File: src/rtl/core/rsn_pkg.sv
package rsn_pkg;

  localparam int unsigned CNT_W      = 9;
  localparam int unsigned MUL_W      = 38;
  localparam int unsigned PROD_W     = 2 * MUL_W;
  localparam int unsigned HB_W       = 37;
  localparam int unsigned ROOT_W     = 37;
  localparam int unsigned RAD_W      = 2 * ROOT_W;
  localparam int unsigned REM_W      = ROOT_W + 3;
  localparam int unsigned T_W        = 39;
  localparam int unsigned SQRT_STEPS = ROOT_W;

  localparam logic [1:0] CFG_SPHERE_COUNT = 2'd0;
  localparam logic [1:0] CFG_MAX_DISTANCE = 2'd1;

  localparam logic OP_LOAD  = 1'b0;
  localparam logic OP_TRACE = 1'b1;

  localparam logic [2:0] STEP_DOT_X = 3'd0;
  localparam logic [2:0] STEP_DOT_Y = 3'd1;
  localparam logic [2:0] STEP_DOT_Z = 3'd2;
  localparam logic [2:0] STEP_HB_SQ = 3'd3;
  localparam logic [2:0] STEP_R_SQ  = 3'd4;
  localparam logic [2:0] STEP_EX_SQ = 3'd5;
  localparam logic [2:0] STEP_EY_SQ = 3'd6;
  localparam logic [2:0] STEP_EZ_SQ = 3'd7;

  typedef enum logic [3:0] {
    ST_IDLE,
    ST_READ,
    ST_DIFF,
    ST_MUL,
    ST_ACC,
    ST_CHECK,
    ST_ROOT,
    ST_PICK,
    ST_NEXT,
    ST_DONE
  } state_e;

  typedef struct packed {
    logic signed [31:0] cx;
    logic signed [31:0] cy;
    logic signed [31:0] cz;
    logic [30:0]        r;
  } entry_t;

  typedef struct packed {
    logic       load_sph;
    logic       load_ray;
    logic       idx_inc;
    logic       rd_en;
    logic       diff;
    logic       mul;
    logic       acc;
    logic [2:0] step;
    logic       sqrt_init;
    logic       sqrt_step;
    logic       pick;
  } cmd_t;

  typedef struct packed {
    logic empty;
    logic last;
    logic miss;
  } sts_t;

endpackage

File: src/rtl/core/rsn_ctrl.sv
module rsn_ctrl (
  input  logic          clk_i,
  input  logic          rst_ni,
  input  logic          start_i,
  input  logic          op_i,
  input  rsn_pkg::sts_t sts_i,
  output rsn_pkg::cmd_t cmd_o,
  output logic          busy_o,
  output logic          done_o
);

  rsn_pkg::state_e state_q, state_d;
  logic [2:0] step_q, step_d;
  logic [5:0] cnt_q, cnt_d;

  always_ff @(posedge clk_i or negedge rst_ni) begin
    if (!rst_ni) begin
      state_q <= rsn_pkg::ST_IDLE;
      step_q  <= '0;
      cnt_q   <= '0;
    end else begin
      state_q <= state_d;
      step_q  <= step_d;
      cnt_q   <= cnt_d;
    end
  end

  always_comb begin
    state_d = state_q;
    step_d  = step_q;
    cnt_d   = cnt_q;
    cmd_o   = '0;
    cmd_o.step = step_q;
    unique case (state_q)
      rsn_pkg::ST_IDLE: begin
        if (start_i) begin
          if (op_i == rsn_pkg::OP_TRACE) begin
            cmd_o.load_ray = 1'b1;
            state_d = sts_i.empty ? rsn_pkg::ST_DONE : rsn_pkg::ST_READ;
          end else begin
            cmd_o.load_sph = 1'b1;
          end
        end
      end
      rsn_pkg::ST_READ: begin
        cmd_o.rd_en = 1'b1;
        state_d = rsn_pkg::ST_DIFF;
      end
      rsn_pkg::ST_DIFF: begin
        cmd_o.diff = 1'b1;
        step_d = rsn_pkg::STEP_DOT_X;
        state_d = rsn_pkg::ST_MUL;
      end
      rsn_pkg::ST_MUL: begin
        cmd_o.mul = 1'b1;
        state_d = rsn_pkg::ST_ACC;
      end
      rsn_pkg::ST_ACC: begin
        cmd_o.acc = 1'b1;
        if (step_q == rsn_pkg::STEP_EZ_SQ) begin
          state_d = rsn_pkg::ST_CHECK;
        end else begin
          step_d = step_q + 3'd1;
          state_d = rsn_pkg::ST_MUL;
        end
      end
      rsn_pkg::ST_CHECK: begin
        if (sts_i.miss) begin
          state_d = rsn_pkg::ST_NEXT;
        end else begin
          cmd_o.sqrt_init = 1'b1;
          cnt_d = '0;
          state_d = rsn_pkg::ST_ROOT;
        end
      end
      rsn_pkg::ST_ROOT: begin
        cmd_o.sqrt_step = 1'b1;
        cnt_d = cnt_q + 6'd1;
        if (cnt_q == 6'(rsn_pkg::SQRT_STEPS - 1)) begin
          state_d = rsn_pkg::ST_PICK;
        end
      end
      rsn_pkg::ST_PICK: begin
        cmd_o.pick = 1'b1;
        state_d = rsn_pkg::ST_NEXT;
      end
      rsn_pkg::ST_NEXT: begin
        if (sts_i.last) begin
          state_d = rsn_pkg::ST_DONE;
        end else begin
          cmd_o.idx_inc = 1'b1;
          state_d = rsn_pkg::ST_READ;
        end
      end
      rsn_pkg::ST_DONE: begin
        state_d = rsn_pkg::ST_IDLE;
      end
      default: begin
        state_d = rsn_pkg::ST_IDLE;
      end
    endcase
  end

  assign busy_o = (state_q != rsn_pkg::ST_IDLE);
  assign done_o = (state_q == rsn_pkg::ST_DONE);

  a_done_then_idle: assert property (@(posedge clk_i) disable iff (!rst_ni)
    done_o |=> !busy_o)
    else $error("result strobe not followed by idle");

  a_root_bound: assert property (@(posedge clk_i) disable iff (!rst_ni)
    (state_q == rsn_pkg::ST_ROOT) |-> (cnt_q < 6'(rsn_pkg::SQRT_STEPS)))
    else $error("root iteration count overrun");

  a_load_stays_idle: assert property (@(posedge clk_i) disable iff (!rst_ni)
    (start_i && !busy_o && op_i == rsn_pkg::OP_LOAD) |=> !busy_o)
    else $error("load transaction left idle");

endmodule

File: config.mk
export PLATFORM = sky130hd
export DESIGN_NAME = rsn_ctrl
export DESIGN_NICKNAME = d
export VERILOG_FILES = /design/src/rtl/core/rsn_pkg.sv /design/src/rtl/core/rsn_ctrl.sv
export SDC_FILE = /design/constraint.sdc
export NUM_CORES = 1
export LEC_CHECK = 0
export BUFFER_PORTS_ARGS = -buffer_cell sky130_fd_sc_hd__buf_2
export CORE_UTILIZATION = 40
export DETAILED_ROUTE_END_ITERATION = 10
export GPL_TIMING_DRIVEN = 1
export SLEW_MARGIN = 20
export SYNTH_ARGS = -nofsm -noshare
export SYNTH_HDL_FRONTEND = slang
export SYNTH_SLANG_ARGS = --single-unit
File: constraint.sdc
create_clock -name clk_i -period 1.98 [get_ports clk_i]
set_input_delay 0.099 -clock clk_i [delete_from_list [all_inputs] [get_ports clk_i]]
set_output_delay 0.099 -clock clk_i [all_outputs]
set_load 0.01 [all_outputs]
==> impl_results.md, run 1 <==
* Final-layout fill cell count at 189
* #FFs+latches synth at 13
* Fin nets at between 100 and 150
* Detail Route Antenna Nets at 0
* Worst hold-check path type: primary input to flop
* CTS Sinks at 13
* Placed Instances at between 100 and 150
* Routing usage on met3 at 0.05769
* Switching share of total power at 0.4240
* Via density at 5.241
* Yosys Warn Count at 0
* Synthesized netlist cell count at 84
* Top-level port count at 22
* Leakage at approximately 0.5 nW
* Final Hold Viols at 0
* Clock-pin slew reported for the worst setup and hold paths after clock tree synthesis at about 0.080 ns
* Maximum single-stage delay on the critical path at ~0.53 ns
* TritonCTS buffer count at 3
* Non-filler cells in the finished layout at roughly 130
* DIE WIDTH at approximately 47 µm
* Fin crit share at 0.8634
* Minimum hold slack at 0.2364 ns
* Clock Latency Late Sink at ~0.28 ns
* Design area at 988.4 µm²
* Comb power frac at 0.470
* Tmin final at 1.709 ns
* Via count at between 600 and 700
* Leading cell types by count after synthesis: dfrtp_1 (13), a21oi_1 (5), nand2_1 (5), nor2_1 (5)
* Worst-margin pin slew at roughly 0.41 ns
* Initial DRC count at 10
* EDFF count, synth at 0
* Diodes inserted at 0
* Power share of the sequential group at 0.404
* Die Area at ~2200 µm²
* Syn Std Cell Area at between 800 and 900 µm²
* # setup viols final at 0
* TNS Setup at 0 ns
* Initial antenna violation count at 0
* Total gr overflow at 0
* H-tree levels at 1
* Row cnt at 15
* Main flop type after synthesis: dfrtp_1
* Slew HR at 0.7272
* Register area share after synthesis at 0.3982
* GR peak layer: met2
* Worst VDD drop at about 0.64 mV
* CP Cell Sequence: or3b_1 > nor2_1 > buf_2
* Core area at approximately 1800 µm²
* RR Startpoint: step_q[0]
* Peak fanout along the critical path at 14
* Port Buffers at 21
* WL final at approximately 1700 µm
* Outcome: complete, no violations
* Distinct cells, synth at 35
* Area Overhead vs Synth at 20.98%
* Clock power frac at 0.126
* Switching pwr at approximately 0.00055 W
* Initial core utilization at 0.4488
* Area post-placement at 952.2 µm²
* Avg WL per Cell at roughly 13 µm
* RSZ-0062 raised after global routing: no
* FF/Latch Area at between 300 and 400 µm²
* Cell-internal power at ~0.00075 W
* RePlAce Congestion at roughly 0.76
* Synth Area per Inst at approximately 9.7 µm²
* Total GRT Usage at 0.1708
* Most instantiated library cell after synthesis: dfrtp_1
* Max Clk Rate at just under 600 MHz
* Hold_sp: sts_i[2]
* Max Clock Skew at around 0.0046 ns
* Dpl hpwl at 1272 µm
* Met1 Usage GRT at 0.2170
* Arr. time, crit path at about 1.6 ns
* Utilization after layout at 0.5430
* Largest net degree at the start of global routing at 15
* CTS tree: yes
* PD cells at 1322 nW/µm²
* Synth area leader: dfrtp_1
* First-pass iteration count of the detailed router at 4
* Launch point of the worst path: state_q[1]
* Crit. End Element: primary output
* Async set-reset flop share out of synthesis at 1.000
* Area contributors post-synth: dfrtp_1 (40%), ha_1 (6.1%), mux2_2 (4.1%)
* Clk buf depth at 2
* First-pass GRT wire length at ~2700 µm
* Multi-input combinational cell area at approximately 450 µm²
* Max-cap violations at 0
* CP Data Required Time at 1.88 ns
* DRC viols at 0
* Met2 Use GR at 0.2917
* Synth top area share at 0.3982
* Crit Path Class: flop to primary output
* Synthesized Nets at 95
* CP max stage cell: dfrtp_1
* Max-slew violations at 0
* Worst setup SP type: flop
* Vias in the first global route at approximately 600
* Layout cells sized above 1 at 0.3333
* Clk root buf: clkbuf_4
* Die height at around 47 µm
## per-stage QoR
step	power [W]	setup slack (ns)
finish	0.001307	0.2706
global route	0.001418	0.1254
CTS	0.001321	0.2549
detailed placement	0.001148	0.3659
global placement	0.001134	0.4220
floorplan	0.0009597	0.4483
## cell families (layout without fill, tap and decap cells)
logic type | after synthesis | count (layout) | share of synthesized area
buffers and inverters | 9 | 33 | 0.04746
AND/OR/NAND/NOR | 33 | 33 | 0.2619
XOR/XNOR | 1 | 1 | 0.01072
adder cells (fa/ha/maj) | 4 | 4 | 0.06126
multiplexers | 5 | 5 | 0.06585
AO/OA/AOI/OAI | 19 | 19 | 0.1547
flip-flops | 13 | 13 | 0.3982
## metal layers
metal	routed length [µm]	up-vias
met4	8	0
met3	69	2
met1	805	323
li1	-	357
met5	0	-
met2	825	15
## cell type report
cell class              instances  area share
multi-input cells              62      0.4582
clock buffers                   4     0.02658
well taps                      25     0.03165
repair buffers                 25      0.1392
flip-flops and latches         13      0.3291
inverters                       4     0.01519
## placed cells by master (no fill, tap or decap), types with 3 or more instances in the layout
cell / synthesis / layout
buf_2: 4 / 21
dfrtp_1: 13 / 13
nand2_1: 5 / 5
nor2_1: 5 / 5
a21oi_1: 5 / 5
o21ai_1: 4 / 4
ha_1: 4 / 4
nand2b_1: 3 / 3
nor3_1: 3 / 3
inv_1: 3 / 3
mux2_2: 3 / 3
clkbuf_4: 0 / 3
buf_4: 0 / 3
## repair_timing
| item | 4_1_cts | 5_1_grt |
|---|---|---|
| hold buffers | 1 | 0 |
| buffers inserted | 0 | 0 |
| hold endpoints to repair | 13 | 0 |
| resized for setup | 0 | 0 |
## worst max-delay path: cells and delay by family, from the launching register on
kind / cells / cell delay [ns]
buf+inv: 1 / 0.14
simple gates: 2 / 0.65
flops: 1 / 0.53
## worst paths after layout
check	endpoint	slack, ns	cells past startpoint
max	cmd_o[2]	0.27	3
min	state_q[3]	0.24	4
max reg2reg	step_q[0]	0.38	5
min reg2reg	cnt_q[5]	0.52	1
max in group asynchronous	cnt_q[3]	1.50	2
min in group asynchronous	cnt_q[2]	0.25	2
## registers in the layout (all words and copies together) (netlist names)
signal and cells:
cnt_q 6, state_q 4, step_q 3
## power by group through the flow
| stage | logic (W) | registers [W] | clock network, W |
|---|---|---|---|
| 2_1_floorplan | 0.000499 | 0.000461 | 0 |
| 3_3_place_gp | 0.000608 | 0.000526 | 0 |
| 3_5_place_dp | 0.000616 | 0.000531 | 0 |
| 4_1_cts | 0.000624 | 0.000529 | 0.000168 |
| 5_1_grt | 0.000687 | 0.000550 | 0.000181 |
| 6_report | 0.000614 | 0.000528 | 0.000164 |
(Power assumes the default switching activity.)
==> inputs of run 2 (changes only) <==
Settings changed: GPL_TIMING_DRIVEN 1 to 0, SETUP_SLACK_MARGIN set to 0.5, TNS_END_PERCENT set to 30.
==> run 2 against run 1 <==
Highest routed layer is now met3. Register-to-register slack gained 0.08 ns. Setup slack improved by 0.14 ns. Die area unchanged. Clock power hardly changed. Count of clock-buffer cells in the layout fell by 1. Clock skew up 0.0041 ns.
==> impl_results.md, run 2 (synthesis results as in run 1) <==
* # setup viols final at 0
* Via count at between 700 and 800
* DRC viols at 0
* Initial core utilization at 0.4488
* Area Overhead vs Synth at 41.04%
* Tmin final at around 1.6 ns
* Row cnt at 15
* CP Data Required Time at 1.88 ns
* Biggest register: cnt_q
* Layout cells sized above 1 at 0.4508
* Non-filler cells in the finished layout at approximately 150
* Leakage at between 0.5 and 0.6 nW
* Die Area at ~2200 µm²
* Final Hold Viols at 0
* Worst setup SP type: flop
* TNS Setup at 0 ns
* Diodes inserted at 0
* Outcome: complete, no violations
* Max Clk Rate at 637.8 MHz
* DIE WIDTH at 47.20 µm
* Max Clock Skew at ~0.0087 ns
* Worst-margin pin slew at between 0.3 and 0.4 ns
* Largest registers: cnt_q (6), state_q (4), step_q (3)
* WL final at around 1900 µm
* Reg2reg setup slack at about 0.46 ns
* Initial DRC count at 22
* Clk buf depth at 2
* Initial antenna violation count at 0
* Max-slew violations at 0
* Crit. End Element: primary output
* H-tree levels at 1
* Peak fanout along the critical path at 5
* Commonest non-fill, non-tap cell in the layout: buf_2
* R2R depth at 6
* Die height at 47.20 µm
* Critical Path Sink: cmd_o[2]
* Core area at between 1500 and 2000 µm²
* Fin nets at 134
* Detail Route Antenna Nets at 0
* Launch point of the worst path: state_q[1]
* Vias in the first global route at 690
* Fin crit share at 0.7918
* TritonCTS buffer count at 3
* Max-cap violations at 0
* First-pass iteration count of the detailed router at 4
* Flip-flop count of the largest register after layout at 6
* RSZ-0062 raised after global routing: yes
* Port Buffers at 21
* Largest net degree at the start of global routing at 14
* CTS Sinks at 13
* Total Power at ~0.0016 W
* PD cells at around 1400 nW/µm²
* RePlAce Congestion at a little under 0.8
* Slew HR at 0.7791
* Most frequent cells in the layout: buf_2 (22), dfrtp_1 (13), buf_4 (11)
* RR Endpoint: state_q[1]
* Placed Instances at 130
* Clock-pin slew reported for the worst setup and hold paths after clock tree synthesis at 0.08 ns
* Total gr overflow at 0
* Arr. time, crit path at between 1 and 1.5 ns
* Minimum hold slack at 0.2317 ns
* Clock Latency Late Sink at roughly 0.28 ns
* Worst hold-check path type: primary input to flop
* Worst VDD drop at 0.8324 mV
* Clk root buf: clkbuf_4
* Dpl hpwl at approximately 1300 µm
* Total GRT Usage at 0.2049
* Hold path cells at 4
* First-pass GRT wire length at around 3100 µm
* Via density at 5.211
* Avg WL per Cell at ~13 µm
* CTS tree: yes
* Top-level port count at 22
* Crit Path Class: flop to primary output
* RR Startpoint: state_q[2]
-- run 2: worst min path at each step --
stage | slack, ns | startpoint | endpoint
floorplan | -0.20 | rst_ni | cnt_q[0]
global placement | 0.001 | rst_ni | state_q[3]
detailed placement | 0.0004 | rst_ni | state_q[0]
CTS | 0.23 | rst_ni | state_q[2]
global route | 0.26 | sts_i[2] | state_q[3]
finish | 0.23 | sts_i[2] | state_q[3]
-- run 2: timing repair --
item	4_1_cts	5_1_grt
hold endpoints to repair	13	0
gates resized for setup	12	3
pin swaps	2	2
gates cloned	0	0
setup buffers	9	3
endpoints found under the setup margin	12	19
hold buffers	1	0
-- run 2: metal layers --
layer | vias to the layer above | share of wire | global-route usage
li1 | 382 | - | -
met1 | 368 | 0.50 | 0.2816
met2 | 16 | 0.46 | 0.3194
met3 | 0 | 0.037 | 0.06923
met4 | 0 | 0 | 0.03429
met5 | - | 0 | 0
-- run 2: cell type report --
type	instances	area, µm²
fillers	161	668.1
multi-input cells	62	491.7
flip-flops and latches	13	325.3
repair buffers	34	209.0
plain buffers	5	52.55
well taps	25	31.28
clock buffers	3	22.52
inverters	4	15.01
clock inverters	1	5.005
-- run 2: critical path: stages (launching register included) --
cell	delay (ns)
dfrtp_1	0.44
or3b_1	0.50
nor2_1	0.11
buf_2	0.13
-- run 2: report_power, final --
group / internal (W) / switching [W]
clock network: 0.0000750 / 0.0000893
registers: 0.000373 / 0.000107
logic: 0.000475 / 0.000449
-- run 2: stage by stage --
step | utilization | instance area (µm²) | setup WS [ns]
2_1_floorplan | - | 822.0 | 0.5057
3_3_place_gp | 0.5265 | 958.4 | 0.4929
3_5_place_dp | 0.5265 | 958.4 | 0.4800
4_1_cts | 0.6117 | 1114 | 0.4250
5_1_grt | 0.6330 | 1152 | 0.3396
6_report | 0.6330 | 1152 | 0.4122
==> inputs of run 3 (changes only) <==
Settings changed: ABC_AREA set to 1.
Clock period 1.98 ns to 1.6 ns, I/O delays scaled along.
==> run 3 against run 2 <==
Clock power up 26%. Critical path type unchanged. Sequential share of layout area down 0.62 points. Synthesized cell count grew 40%. First-iteration DRC count down 68%. Core utilization shrank 2.3 points. Combinational power rose by 7.5%. Routed wire length is 1.4% higher. Largest cell class unchanged. Sequential power is 22% higher.
==> impl_results.md, run 3 <==
* Slew HR at 0.7891
* Initial core utilization at 0.4292
* Fin nets at 168
* Worst setup SP type: flop
* Compound-cell area share of the yosys netlist at 0.04160
* R2R depth at 7
* Syn Std Cell Area at between 800 and 900 µm²
* Max Clock Skew at ~0.00065 ns
* CP max stage cell: dfrtp_2
* CP Data Required Time at 1.52 ns
* TNS Setup at 0 ns
* WL final at between 1500 and 2000 µm
* Port Buffers at 21
* Outcome: complete, no violations
* Arr. time, crit path at between 1 and 1.5 ns
* Via density at approximately 4.7
* Tmin final at about 1.4 ns
* Synthesized Nets at roughly 130
* Area Overhead vs Synth at 42.05%
* Final-layout fill cell count at 197
* Yosys Warn Count at 0
* Leading cell types by count after synthesis: nand2_1 (28), nand3_1 (19), inv_1 (17), dfrtp_1 (13), nor2_1 (13)
* Met2 Use GR at 0.3135
* Largest net degree at the start of global routing at 14
* Synth area leader: dfrtp_1
* TritonCTS buffer count at 3
* Initial antenna violation count at 0
* Dpl ws at between 0.3 and 0.4 ns
* Synth Area per Inst at 7.136 µm²
* Max Clk Rate at between 700 and 800 MHz
* Most instantiated library cell after synthesis: nand2_1
* Maximum single-stage delay on the critical path at 0.47 ns
* Layout cells sized above 1 at 0.4295
* WP depth at 5
* PD cells at between 1000 and 1500 nW/µm²
* CP most frequent cell: buf_4
* Area contributors post-synth: dfrtp_1 (39%), nand2_1 (12%), nand3_1 (11%)
* Worst hold-check path type: primary input to flop
* Register area share after synthesis at 0.3863
* Worst VDD drop at around 0.79 mV
* Largest registers: cnt_q (6), state_q (4), step_q (3)
* FF/Latch Area at ~330 µm²
* Met1 Usage GRT at 0.2472
* Routing usage on met3 at 0.03396
* Most frequent cells in the layout: nand2_1 (24), buf_2 (21), nand3_1 (18)
* RR Startpoint: state_q[3]
* DIE WIDTH at 47.88 µm
* Non-filler cells in the finished layout at roughly 180
* Reg2reg setup slack at around 0.34 ns
* Placed Instances at around 170
* First-pass GRT wire length at approximately 3100 µm
* Dpl hpwl at roughly 1400 µm
* Post-synthesis mux area share at 0
* Synth top area share at 0.3863
* Clk root buf: clkbuf_4
* Max-cap violations at 0
* WP buf/inv at 4
* Total Power at 0.001786 W
* Total gr overflow at 0
* Critical Path Sink: cmd_o[0]
* RR Endpoint: cnt_q[0]
* Core area at ~2000 µm²
* Delay-heaviest family, CP: flip-flops
* Crit. End Element: primary output
* Synthesized netlist cell count at roughly 120
* Fin crit share at 0.8575
* #FFs+latches synth at 13
* Crit Path Class: flop to primary output
* Detail Route Antenna Nets at 0
* RSZ-0062 raised after global routing: yes
* Total GRT Usage at 0.1944
* Flip-flop count of the largest register after layout at 6
* CTS Sinks at 13
* Via count at 867
* Initial DRC count at 7
* Launch point of the worst path: state_q[1]
* Clock Latency Late Sink at around 0.27 ns
* Xor/xnor share of the synthesized area at 0
* H-tree levels at 1
* Setup ws final at roughly 0.23 ns
* CTS tree: yes
* Diodes inserted at 0
* Max-slew violations at 0
* Biggest register: cnt_q
* Largest family of logic cells by synthesized area: simple AND/OR/NAND/NOR gates
* EDFF count, synth at 0
* First-pass iteration count of the detailed router at 4
* Avg WL per Cell at between 10 and 15 µm
* Final Hold Viols at 0
* Leakage at ~0.67 nW
* GR peak layer: met2
* Multi-input combinational cell area at 519.2 µm²
* Die height at 47.88 µm
* Main flop type after synthesis: dfrtp_1
* Commonest non-fill, non-tap cell in the layout: nand2_1
* Top-level port count at 22
* DRC viols at 0
* Distinct cells, synth at 17
* RePlAce Congestion at 0.7802
* Clock-pin slew reported for the worst setup and hold paths after clock tree synthesis at 0.08 ns
* Peak fanout along the critical path at 5
* Vias in the first global route at about 750
* Clk buf depth at 2
* Adder and majority gate portion of the synthesized area at 0.05944
* # setup viols final at 0
* Simple-Gate Fraction of Synth Area at 0.4235
* CP Cell Sequence: buf_4 > buf_4 > nand3_1 > inv_1 > buf_2
* Minimum hold slack at approximately 0.18 ns
* Row cnt at 16
* Die Area at roughly 2300 µm²
* Worst-margin pin slew at approximately 0.32 ns
* Async set-reset flop share out of synthesis at 1.000
==> run 3: cell type report <==
class	count	area share
multi-input combinational	85	0.4341
tap	27	0.02824
inverter	20	0.06485
timing repair buffer	34	0.1747
clock buffer	4	0.02197
sequential	13	0.2762
==> run 3: worst min-delay path: cells and delay by family <==
kind / cells / cell delay (ns)
buffers and inverters: 1 / 0.08
and+or+nand+nor: 4 / 0.26
==> run 3: how the worst min path moves through the flow <==
stage                  start         end  cells past startpoint
floorplan             rst_ni    cnt_q[0]                      0
global placement      rst_ni    cnt_q[4]                      1
detailed placement    rst_ni    cnt_q[3]                      1
CTS                 sts_i[2]  state_q[3]                      5
global route        sts_i[2]  state_q[3]                      5
finish              sts_i[2]  state_q[3]                      5
==> run 3: metrics by stage <==
step                      cell area, µm²  utilization
after global routing                1196       0.6097
after global placement              1001       0.5102
after CTS                           1155       0.5886
final                               1196       0.6097
after floorplan                    862.1            -
after detailed placement            1001       0.5102
==> run 3: logic make-up (layout without fill, tap and decap cells) <==
group	count (synthesis)	count (layout)
flops	13	13
simple gates	74	74
compound gates	7	7
buf+inv	20	58
fa+ha+maj	4	4
==> run 3: per-layer routing <==
metal	wire [µm]	vias up
met1	892	394
li1	-	457
met5	0	-
met2	965	12
met3	53	4
met4	40	0
==> run 3: timing repair <==
action,in CTS,in global routing
pin swaps,6,2
resized for setup,15,8
setup buffers,10,2
hold endpoints to repair,13,0
hold buffers,1,0
endpoints found under the setup margin,25,25
==> run 3: power by group <==
| group | switching [W] | internal [W] | total (W) | leakage, nW |
|---|---|---|---|---|
| Clock | 0.000111 | 0.0000967 | 0.000207 | 0.0150 |
| Combinational | 0.000546 | 0.000447 | 0.000993 | 0.491 |
| Sequential | 0.000154 | 0.000432 | 0.000586 | 0.160 |
